### config.mk
export PLATFORM = sky130hd
export DESIGN_NAME = i2c_master_byte_engine
export DESIGN_NICKNAME = d
export VERILOG_FILES = /design/src/rtl/i2cm_pkg.sv /design/src/rtl/i2cm_core.sv /design/src/rtl/i2cm_skid.sv /design/src/rtl/i2c_master_byte_engine.sv
export SDC_FILE = /design/constraint.sdc
export NUM_CORES = 1
export LEC_CHECK = 0
export ABC_CLOCK_PERIOD_IN_PS = 3700
export BUFFER_PORTS_ARGS = -buffer_cell sky130_fd_sc_hd__buf_2
export CORE_UTILIZATION = 63
export CTS_BUF_LIST = sky130_fd_sc_hd__clkbuf_4 sky130_fd_sc_hd__clkbuf_8 sky130_fd_sc_hd__clkbuf_16
export CTS_CLUSTER_SIZE = 40
export DETAILED_ROUTE_END_ITERATION = 8
export PLACE_DENSITY = 0.85
export REMOVE_ABC_BUFFERS = 1
export SYNTH_ARGS = -nofsm -noshare
export SYNTH_HDL_FRONTEND = slang
export SYNTH_SLANG_ARGS = --single-unit
### constraint.sdc
create_clock -name clk -period 3.7 [get_ports clk]
set_input_delay 0.74 -clock clk [delete_from_list [all_inputs] [get_ports clk]]
set_output_delay 0.74 -clock clk [all_outputs]
set_load 0.005 [all_outputs]
### src/rtl/i2cm_pkg.sv
`default_nettype none
package i2cm_pkg;

  localparam int unsigned HP_W = 16;
  localparam logic [HP_W-1:0] HALF_PERIOD_RST = 16'd250;

  typedef enum logic [2:0] {
    CMD_NONE      = 3'd0,
    CMD_START     = 3'd1,
    CMD_WRITE     = 3'd2,
    CMD_READ_ACK  = 3'd3,
    CMD_READ_NACK = 3'd4,
    CMD_STOP      = 3'd5
  } cmd_t;

  typedef enum logic [4:0] {
    PH_IDLE     = 5'd0,
    PH_S_FALL   = 5'd1,
    PH_S_CLK    = 5'd2,
    PH_W_HIGH   = 5'd3,
    PH_W_LOW    = 5'd4,
    PH_A_HIGH   = 5'd5,
    PH_A_SAMPLE = 5'd6,
    PH_R_SAMPLE = 5'd7,
    PH_R_HIGH   = 5'd8,
    PH_K_HIGH   = 5'd9,
    PH_K_LOW    = 5'd10,
    PH_P_REL    = 5'd11,
    PH_FINISH   = 5'd12
  } phase_t;

  localparam logic [3:0] BITS_PER_BYTE = 4'd8;

  // packed MSB first, so scl lands in bit 0 of the beat
  typedef struct packed {
    logic       ack_seen;
    logic [7:0] rx_byte;
    logic       done_res;
    logic       busy_res;
    logic       sda_out;
    logic       scl_out;
  } res_t;

endpackage
`default_nettype wire

### src/rtl/i2cm_core.sv
`default_nettype none
module i2cm_core (
  input  wire logic                    clk,
  input  wire logic                    rst_n,
  input  wire logic                    cfg_we,
  input  wire logic [15:0]             cfg_wdata,
  input  wire logic                    tick,
  input  wire logic [2:0]              cmd,
  input  wire logic [7:0]              tx_byte,
  input  wire logic                    sda_in,
  output i2cm_pkg::res_t               res
);
  import i2cm_pkg::*;

  logic [HP_W-1:0] half_period_r;
  phase_t          phase_r, phase_nxt;
  logic [2:0]      active_cmd_r, active_cmd_nxt;
  logic [3:0]      bit_count_r, bit_count_nxt;
  logic [HP_W-1:0] wait_count_r, wait_count_nxt;
  logic [7:0]      shift_r, shift_nxt;
  logic            scl_r, scl_nxt;
  logic            sda_r, sda_nxt;
  logic            ack_r, ack_nxt;
  logic [7:0]      rx_hold_r, rx_hold_nxt;
  logic            done;
  logic [HP_W-1:0] reload;
  logic [3:0]      bit_inc;
  logic [7:0]      shl;

  // a zero half period behaves as one tick
  assign reload  = (half_period_r == '0) ? '0 : half_period_r - 1'b1;
  assign bit_inc = bit_count_r + 1'b1;
  assign shl     = {shift_r[6:0], 1'b0};

  always_comb begin
    phase_nxt      = phase_r;
    active_cmd_nxt = active_cmd_r;
    bit_count_nxt  = bit_count_r;
    wait_count_nxt = wait_count_r;
    shift_nxt      = shift_r;
    scl_nxt        = scl_r;
    sda_nxt        = sda_r;
    ack_nxt        = ack_r;
    rx_hold_nxt    = rx_hold_r;
    done           = 1'b0;
    if (tick) begin
      if (phase_r == PH_IDLE) begin
        if (cmd inside {[CMD_START:CMD_STOP]}) begin
          active_cmd_nxt = cmd;
          bit_count_nxt  = '0;
          wait_count_nxt = reload;
          case (cmd)
            CMD_START: begin
              scl_nxt = 1'b1; sda_nxt = 1'b1; phase_nxt = PH_S_FALL;
            end
            CMD_WRITE: begin
              shift_nxt = tx_byte; sda_nxt = tx_byte[7]; phase_nxt = PH_W_HIGH;
            end
            CMD_STOP: begin
              sda_nxt = 1'b0; scl_nxt = 1'b1; phase_nxt = PH_P_REL;
            end
            default: begin
              shift_nxt = '0; sda_nxt = 1'b1; scl_nxt = 1'b1; phase_nxt = PH_R_SAMPLE;
            end
          endcase
        end
      end else if (wait_count_r != '0) begin
        wait_count_nxt = wait_count_r - 1'b1;
      end else begin
        wait_count_nxt = reload;
        case (phase_r)
          PH_S_FALL: begin sda_nxt = 1'b0; phase_nxt = PH_S_CLK; end
          PH_S_CLK:  begin scl_nxt = 1'b0; phase_nxt = PH_FINISH; end
          PH_W_HIGH: begin scl_nxt = 1'b1; phase_nxt = PH_W_LOW; end
          PH_W_LOW: begin
            scl_nxt       = 1'b0;
            shift_nxt     = shl;
            bit_count_nxt = bit_inc;
            if (bit_inc < BITS_PER_BYTE) begin
              sda_nxt = shl[7]; phase_nxt = PH_W_HIGH;
            end else begin
              sda_nxt = 1'b1; phase_nxt = PH_A_HIGH;
            end
          end
          PH_A_HIGH: begin scl_nxt = 1'b1; phase_nxt = PH_A_SAMPLE; end
          PH_A_SAMPLE: begin
            ack_nxt = ~sda_in; scl_nxt = 1'b0; phase_nxt = PH_FINISH;
          end
          PH_R_SAMPLE: begin
            shift_nxt     = {shift_r[6:0], sda_in};
            scl_nxt       = 1'b0;
            bit_count_nxt = bit_inc;
            phase_nxt     = (bit_inc < BITS_PER_BYTE) ? PH_R_HIGH : PH_K_HIGH;
          end
          PH_R_HIGH: begin scl_nxt = 1'b1; phase_nxt = PH_R_SAMPLE; end
          PH_K_HIGH: begin
            sda_nxt   = (active_cmd_r == CMD_READ_NACK);
            scl_nxt   = 1'b1;
            phase_nxt = PH_K_LOW;
          end
          PH_K_LOW:  begin scl_nxt = 1'b0; phase_nxt = PH_FINISH; end
          PH_P_REL: begin
            sda_nxt = 1'b1; phase_nxt = PH_IDLE; wait_count_nxt = wait_count_r; done = 1'b1;
          end
          PH_FINISH: begin
            if (active_cmd_r == CMD_READ_ACK || active_cmd_r == CMD_READ_NACK)
              rx_hold_nxt = shift_r;
            phase_nxt = PH_IDLE; wait_count_nxt = wait_count_r; done = 1'b1;
          end
          default: begin
            // stray phase code: back to idle, no done
            phase_nxt = PH_IDLE; wait_count_nxt = wait_count_r;
          end
        endcase
      end
    end
  end

  always_comb begin
    res.scl_out  = scl_nxt;
    res.sda_out  = sda_nxt;
    res.busy_res = (phase_nxt != PH_IDLE);
    res.done_res = done;
    res.rx_byte  = rx_hold_nxt;
    res.ack_seen = ack_nxt;
  end

  always_ff @(posedge clk) begin
    if (!rst_n) begin
      half_period_r <= HALF_PERIOD_RST;
      phase_r       <= PH_IDLE;
      active_cmd_r  <= CMD_NONE;
      bit_count_r   <= '0;
      wait_count_r  <= '0;
      shift_r       <= '0;
      scl_r         <= 1'b1;
      sda_r         <= 1'b1;
      ack_r         <= 1'b0;
      rx_hold_r     <= '0;
    end else begin
      if (cfg_we) half_period_r <= cfg_wdata;
      phase_r      <= phase_nxt;
      active_cmd_r <= active_cmd_nxt;
      bit_count_r  <= bit_count_nxt;
      wait_count_r <= wait_count_nxt;
      shift_r      <= shift_nxt;
      scl_r        <= scl_nxt;
      sda_r        <= sda_nxt;
      ack_r        <= ack_nxt;
      rx_hold_r    <= rx_hold_nxt;
    end
  end

endmodule
`default_nettype wire

### src/rtl/i2cm_skid.sv
`default_nettype none
module i2cm_skid (
  input  wire logic           clk,
  input  wire logic           rst_n,
  input  wire logic           s_valid,
  output logic                s_ready,
  input  wire i2cm_pkg::res_t s_data,
  output logic                m_valid,
  input  wire logic           m_ready,
  output i2cm_pkg::res_t      m_data
);
  import i2cm_pkg::*;

  logic out_valid_r, skid_valid_r;
  res_t out_r, skid_r;

  assign s_ready = ~skid_valid_r;
  assign m_valid = out_valid_r;
  assign m_data  = out_r;

  always_ff @(posedge clk) begin
    if (!rst_n) begin
      out_valid_r  <= 1'b0;
      skid_valid_r <= 1'b0;
    end else if (s_valid && s_ready) begin
      if (!out_valid_r || m_ready) begin
        out_valid_r <= 1'b1;
      end else begin
        skid_valid_r <= 1'b1;
      end
    end else if (out_valid_r && m_ready) begin
      out_valid_r  <= skid_valid_r;
      skid_valid_r <= 1'b0;
    end
  end

  always_ff @(posedge clk) begin
    if (s_valid && s_ready) begin
      if (!out_valid_r || m_ready) out_r <= s_data;
      else                         skid_r <= s_data;
    end else if (out_valid_r && m_ready && skid_valid_r) begin
      out_r <= skid_r;
    end
  end

endmodule
`default_nettype wire

### src/rtl/i2c_master_byte_engine.sv
// A result beat is registered in the output buffer, or in its skid slot while the output stalls.
// Throughput: one input beat per cycle while the skid slot is free; each beat is one tick of the bit timer.
// A two-entry output buffer takes one more input beat while the output stalls.
// Reset (rst_n low, synchronous): idle, SCL/SDA released, half period 250,
// output buffer empty.
`default_nettype none
module i2c_master_byte_engine (
  input  wire logic        clk,
  input  wire logic        rst_n,
  input  wire logic        cfg_we,
  input  wire logic [15:0] cfg_wdata,   // half_period
  input  wire logic        in_tvalid,
  output logic             in_tready,
  input  wire logic [15:0] in_tdata,    // cmd[2:0], tx_byte[10:3], sda_in[11], zero
  output logic             out_tvalid,
  input  wire logic        out_tready,
  output logic [15:0]      out_tdata    // scl, sda, busy, done, rx_byte[11:4], ack[12]
);
  import i2cm_pkg::*;

  logic tick;
  res_t res, res_out;

  assign tick = in_tvalid & in_tready;

  i2cm_core u_core (
    .clk       (clk),
    .rst_n     (rst_n),
    .cfg_we    (cfg_we),
    .cfg_wdata (cfg_wdata),
    .tick      (tick),
    .cmd       (in_tdata[2:0]),
    .tx_byte   (in_tdata[10:3]),
    .sda_in    (in_tdata[11]),
    .res       (res)
  );

  i2cm_skid u_skid (
    .clk     (clk),
    .rst_n   (rst_n),
    .s_valid (in_tvalid),
    .s_ready (in_tready),
    .s_data  (res),
    .m_valid (out_tvalid),
    .m_ready (out_tready),
    .m_data  (res_out)
  );

  assign out_tdata = {3'b000, res_out};

endmodule
`default_nettype wire

Word level (Yosys, flattened, before mapping)

Index checks and enable logic that the tools add are counted.

Divide/modulo/power cells: 0
Bitwise logic cells: 4
Shift-type cells: 0
Add/sub/neg operators: 3
Eq/ne operators: 22
Reduce and logical (&&, ||, !) cells: 31
Mux-type cells: 57
Magnitude comparators: 3
$mul: 0

Operators with widths:

| kind                                                                 | count |
|---|---|
| 16-bit 2-to-1 mux                                                    | 5 |
| 8-bit 2-to-1 mux                                                     | 8 |
| 5-bit case mux with 8 select lines                                   | 1 |
| 13-bit 2-to-1 mux                                                    | 3 |
| 8-bit case mux with 2 select lines                                   | 2 |
| 16-bit by 1-bit subtractor with 16-bit output, second input constant | 2 |
| 5-bit by 4-bit == test with 1-bit output, second input constant      | 5 |
| 1-bit 2-to-1 mux                                                     | 25 |
| 5-bit by 3-bit == test with 1-bit output, second input constant      | 4 |
| 5-bit 2-to-1 mux                                                     | 4 |
| 16-bit logical NOT                                                   | 1 |
| 4-bit 2-to-1 mux                                                     | 4 |
| 16-bit nonzero test                                                  | 1 |
| 4-bit case mux with 3 select lines                                   | 1 |
| 5-bit by 2-bit == test with 1-bit output, second input constant      | 2 |
| 10-bit OR reduction                                                  | 1 |
| 2-bit != test, second input constant                                 | 4 |
| 2-bit AND reduction                                                  | 4 |
| 3-bit by 2-bit == test with 1-bit output, second input constant      | 2 |
| 3-bit == test, second input constant                                 | 2 |
| 3-bit AND reduction                                                  | 2 |
| 2-bit nonzero test                                                   | 3 |
| 3-bit nonzero test                                                   | 2 |
| 2-bit OR reduction                                                   | 3 |
| other kinds (22)                                                     | 29 |

Bits in latches: 0
Memories kept: 0
Logic and storage cells: 144
ROM bits: 0
Memory bits (writable): 0
Register bits: 91

Depth between registers and ports, before layout

Word-level depth: 10
Gate-level depth with buffers: 12

Cells and area by module

From an unflattened synthesis, not the netlist that was laid out.

Cell total of the unflattened synthesis: 534
Area, all modules: 5,002.3 µm²

Modules (own cells, without submodules):

| module                 | area each (µm²) | times used | cells each | sequential area each (µm²) |
|---|---|---|---|---|
| i2cm_core              | 3,863.7         | 1          | 474        | 1,261.2 |
| i2cm_skid              | 1,106.1         | 1          | 55         | 820.8 |
| i2c_master_byte_engine | 32.5            | 1          | 5          | 0.0 |

Worst setup path before layout

No wires, ideal clock.

Path type: input to register
Start: input port in_tdata[2]
End: register u_core.wait_count_r[13]
Required time: 3.584 ns
Path slack: 1.002 ns
Arrival time: 2.582 ns
Library setup time: 0.116 ns
Buffers on the path: 4
Stages: 10
Cells stage by stage: clkbuf_1 nor3_1 a21oi_1 and3_1 buf_4 a21o_2 o41a_1 buf_2 buf_6 a31o_1

Longest elaborated chain between the ends: 4
Elaborated cells between the ends (all ways): 5

RTL lines:

| what                                                                                                    | line                         | RTL |
|---|---|---|
| from (decl)                                                                                             | i2c_master_byte_engine.sv:14 | `input wire logic [15:0] in_tdata,` |
| 3-bit by 1-bit >= comparator with 1-bit output / 3-bit less-or-equal comparator (equally long branches) | i2cm_core.sv:48              | `if (cmd inside {[CMD_START:CMD_STOP]}) begin` |
| 1-bit logical AND (*)                                                                                   | i2cm_core.sv:48              |  |
| 2-bit != test (no line) (*)                                                                             | --                           |  |
| 3-bit AND reduction (no line) (*)                                                                       | --                           |  |
| to (signal assigned)                                                                                    | i2cm_core.sv:145             | `wait_count_r <= wait_count_nxt;` |
| to (decl)                                                                                               | i2cm_core.sv:19              | `logic [HP_W-1:0] wait_count_r, wait_count_nxt;` |

Mark *: on every way between the ends. The rest lies on a longest branch, timed or not.
A chain may end at the register's enable or synchronous reset.

Final worst setup path

Start: register u_core.wait_count_r[0]
End: register u_core.wait_count_r[8]

Longest elaborated chain between the ends: 3
Elaborated cells between the ends (all ways): 6

RTL lines:

| what                                                                                        | line |
|---|---|
| 16-bit by 1-bit subtractor with 16-bit output / 16-bit nonzero test (equally long branches) | i2cm_core.sv:68, i2cm_core.sv:67 |
| 16-bit 2-to-1 mux / 3-bit nonzero test (equally long branches)                              | -- |
| 16-bit 2-to-1 mux / 3-bit AND reduction (equally long branches)                             | -- |

Parallel ways exist; a longest one is shown, timed or not.

==> key figures <==
Run status
  – Status: complete, no violations

Critical path
  – Slowest CP cell: o41a_1
  – Worst Path Class, Setup: reg2reg
  – Worst EP arrival: 3.20 ns
  – CP startpoint kind: flop
  – Reg2reg setup slack: 0.70 ns
  – Top Family by Delay on Critical Path: compound AO/OA/AOI/OAI gates
  – CP Capture Type: flop
  – CP peak stage delay: 0.75 ns
  – Worst EP required: 3.90 ns
  – CP Max Fanout: 18
  – Crit-path cells: inv_1 -> ha_1 -> nor4b_4 -> and4_4 -> nand2_4 -> o31a_1 -> o41a_1 -> a31oi_1 -> a211oi_2
  – WP buf/inv: 1

Global route
  – First-pass GRT wire length: 17,150 um
  – Antenna violations before repair: 0
  – Grt ovf: 0
  – Number of global-route vias before repair: 3,650
  – Largest net degree at the start of global routing: 32
  – All-layer global routing usage: 28.01%

Clocking
  – Postcts setup bufs: 0
  – Clock sinks: 91
  – Root buf cell: clkbuf_8
  – Cts hold-fix bufs: 0
  – CTS H-tree lvls: 3
  – Clock transition at path regs: 0.10 ns
  – Clock Path Buffers: 2
  – CTS tree: done
  – Number of buffers created by CTS: 9
  – Clk_lat worst skew: 0.36 ns
  – Resize count post-CTS: 0

STA
  – RSZ-0062 raised after global routing: false
  – Final TNS setup: 0 ns
  – Final period util: 81.17%
  – Final Hold Fails: 0
  – Setup Skew: 0.01118 ns
  – Max-slew violations: 0
  – Slew margin rel.: 27.39%
  – FMAX: 333.0 MHz
  – Worst Tran Pin Value: 1.088 ns
  – Final setup fails: 0
  – Post-route minimum period: 3.003 ns
  – Worst Hold Slack: 0.5046 ns

Drt
  – 1st-iter DRT viols: 340
  – Final wirelength: 10,610 um
  – WL per Instance: 15.75 um
  – Total number of vias: 4,104
  – DRC violation count after routing: 0
  – Router iterations before antenna repair: 5
  – Routed Antenna Nets: 0
  – Drt via density: 6.089

Yosys
  – Post-synthesis compound-gate area fraction: 18.10%
  – Synth Area in Adders: 0.7823%
  – Library cells used by synthesis: 65
  – Top cell type's share of synthesized area: 27.12%
  – Area contributors post-synth: dfxtp_1 (27%), edfxtp_1 (16%), mux2i_1 (6.0%)
  – Synth Area in XOR/XNOR: 3.651%
  – Synth async-reset ratio: 0%
  – Mapped Area: 4798 um2
  – Most frequently used flop master after synthesis: dfxtp_1
  – Yosys reg bits: 91
  – Post-synth top area cell: dfxtp_1
  – Post-Syn Instances: 539
  – Post-Synth Simple-Gate Area: 22.58%
  – Sequential area share after synthesis: 43.39%
  – Post-synth EDFFs: 26
  – Mapped Avg Cell Area: 8.902 um2
  – Largest family of logic cells by synthesized area: simple AND/OR/NAND/NOR gates
  – Post-synthesis mux area share: 6.050%
  – Yosys Warn Count: 0

Power and ir drop
  – Leakage: 2.150 nW
  – Max VDD drop: 0.4438 mV
  – Power Dens Cells: 800.5 nW/um2
  – Pwr Total: 4.183 mW

Place
  – Port buffer count: 47
  – Area after DPL: 5035 um2
  – RD Place Congestion: 0.8945
  – DP HPWL: 7387 um

Die
  – Die footprint: 7969 um2
  – Die height: 89.27 um
  – Core Area: 7292 um2
  – Die Wd: 89.27 um
  – I/O pin total: 55
  – Starting density of the core: 65.80%
  – Row count: 31

Final layout
  – Final net count: 610
  – Commonest non-fill, non-tap cell in the layout: nor2_1
  – Area growth from synthesis to layout: 8.918%
  – Layout cells sized above 1: 14.78%
  – Commonest non-fill, non-tap cells in the layout: nor2_1 (75), dfxtp_1 (65), buf_2 (47), nand2_1 (43), o21ai_0 (31)
  – Ant. Diodes: 0
  – Final core occ: 71.67%
  – Final instance area: 5226 um2

Flow run
  – Max-Cap Viols: 0

Hold path
  – Worst min path class: reg2reg
-- sequential cells by signal (all words and copies together), names as in the netlist, 3 cells and up --
signal	count
u_core.active_cmd_r	3
u_core.bit_count_r	4
u_core.half_period_r	16
u_core.phase_r	5
u_core.rx_hold_r	8
u_core.shift_r	8
u_core.wait_count_r	16
u_skid.m_data	13
u_skid.skid_r	13
-- worst register-to-register path: stages, from the launching register on --
cell      delay, ns
dfxtp_1        0.34
inv_1          0.08
ha_1           0.21
nor4b_4        0.29
and4_4         0.34
nand2_4        0.10
o31a_1         0.38
o41a_1         0.75
a31oi_1        0.30
a211oi_2       0.07
-- area by class of cell --
| cell class | count | area (um2) |
|---|---|---|
| Inverter | 18 | 67.56 |
| Fill cell | 572 | 2066 |
| Clock inverter | 7 | 67.56 |
| Tap cell | 99 | 123.9 |
| Sequential cell | 91 | 2082 |
| Multi-Input combinational cell | 395 | 2466 |
| Timing Repair Buffer | 55 | 295.3 |
| Clock buffer | 9 | 123.9 |
-- kinds of logic after synthesis --
| kind of cell | after synthesis |
|---|---|
| xor+xnor | 20 |
| compound gates | 128 |
| other cells | 1 |
| fa+ha+maj | 3 |
| simple gates | 212 |
| buf+inv | 55 |
| flops | 91 |
| mux | 29 |
-- path summary, 6_finish.rpt --
kind | from | to | depth (start not counted)
worst max-delay path | u_core.wait_count_r[0]$_SDFFE_PN0P_ | u_core.wait_count_r[8]$_SDFFE_PN0P_ | 9
worst min-delay path | u_core.wait_count_r[0]$_SDFFE_PN0P_ | u_core.wait_count_r[0]$_SDFFE_PN0P_ | 2
worst max register to register | u_core.wait_count_r[0]$_SDFFE_PN0P_ | u_core.wait_count_r[8]$_SDFFE_PN0P_ | 9
worst min register to register | u_core.wait_count_r[0]$_SDFFE_PN0P_ | u_core.wait_count_r[0]$_SDFFE_PN0P_ | 2
-- per-layer routing --
metal	track usage [%]	wire [um]	up-vias
li1	-	-	2002
met1	36.68	4721	1936
met2	46.91	5073	152
met3	5.263	644	14
met4	9.091	174	0
met5	0	0	-
-- stage by stage --
stage          std cells  setup slack (ns)
6_report             674            0.6969
5_1_grt              674            0.5578
4_1_cts              674            0.7318
3_5_place_dp         658            0.7147
3_3_place_gp         658            0.7903
2_1_floorplan        504            0.6126
-- power by group --
group	switching [mW]	internal [mW]
Combinational	1.27	0.787
Sequential	0.259	1.22
Clock	0.386	0.261
Total	1.92	2.26
-- synthesized netlist by cell type (all sizes together) (3+ instances only) --
cell type,instances
or3,4
buf,15
nand2b,7
mux2i,29
o21a,4
o211ai,4
a21o,3
edfxtp,26
o41ai,3
o21ai,33
nand4,6
a21oi,30
nor3,24
a221oi,3
clkbuf,22
ha,3
nor2,75
or4,6
inv,18
xnor2,5
a22oi,6
nand3,10
nor2b,7
and2,7
xor2,15
nor4,5
and3,4
dfxtp,65
a211oi,15
nand2,44
o22ai,5
a31oi,6
Note: power is estimated with default switching activity, not from simulation.
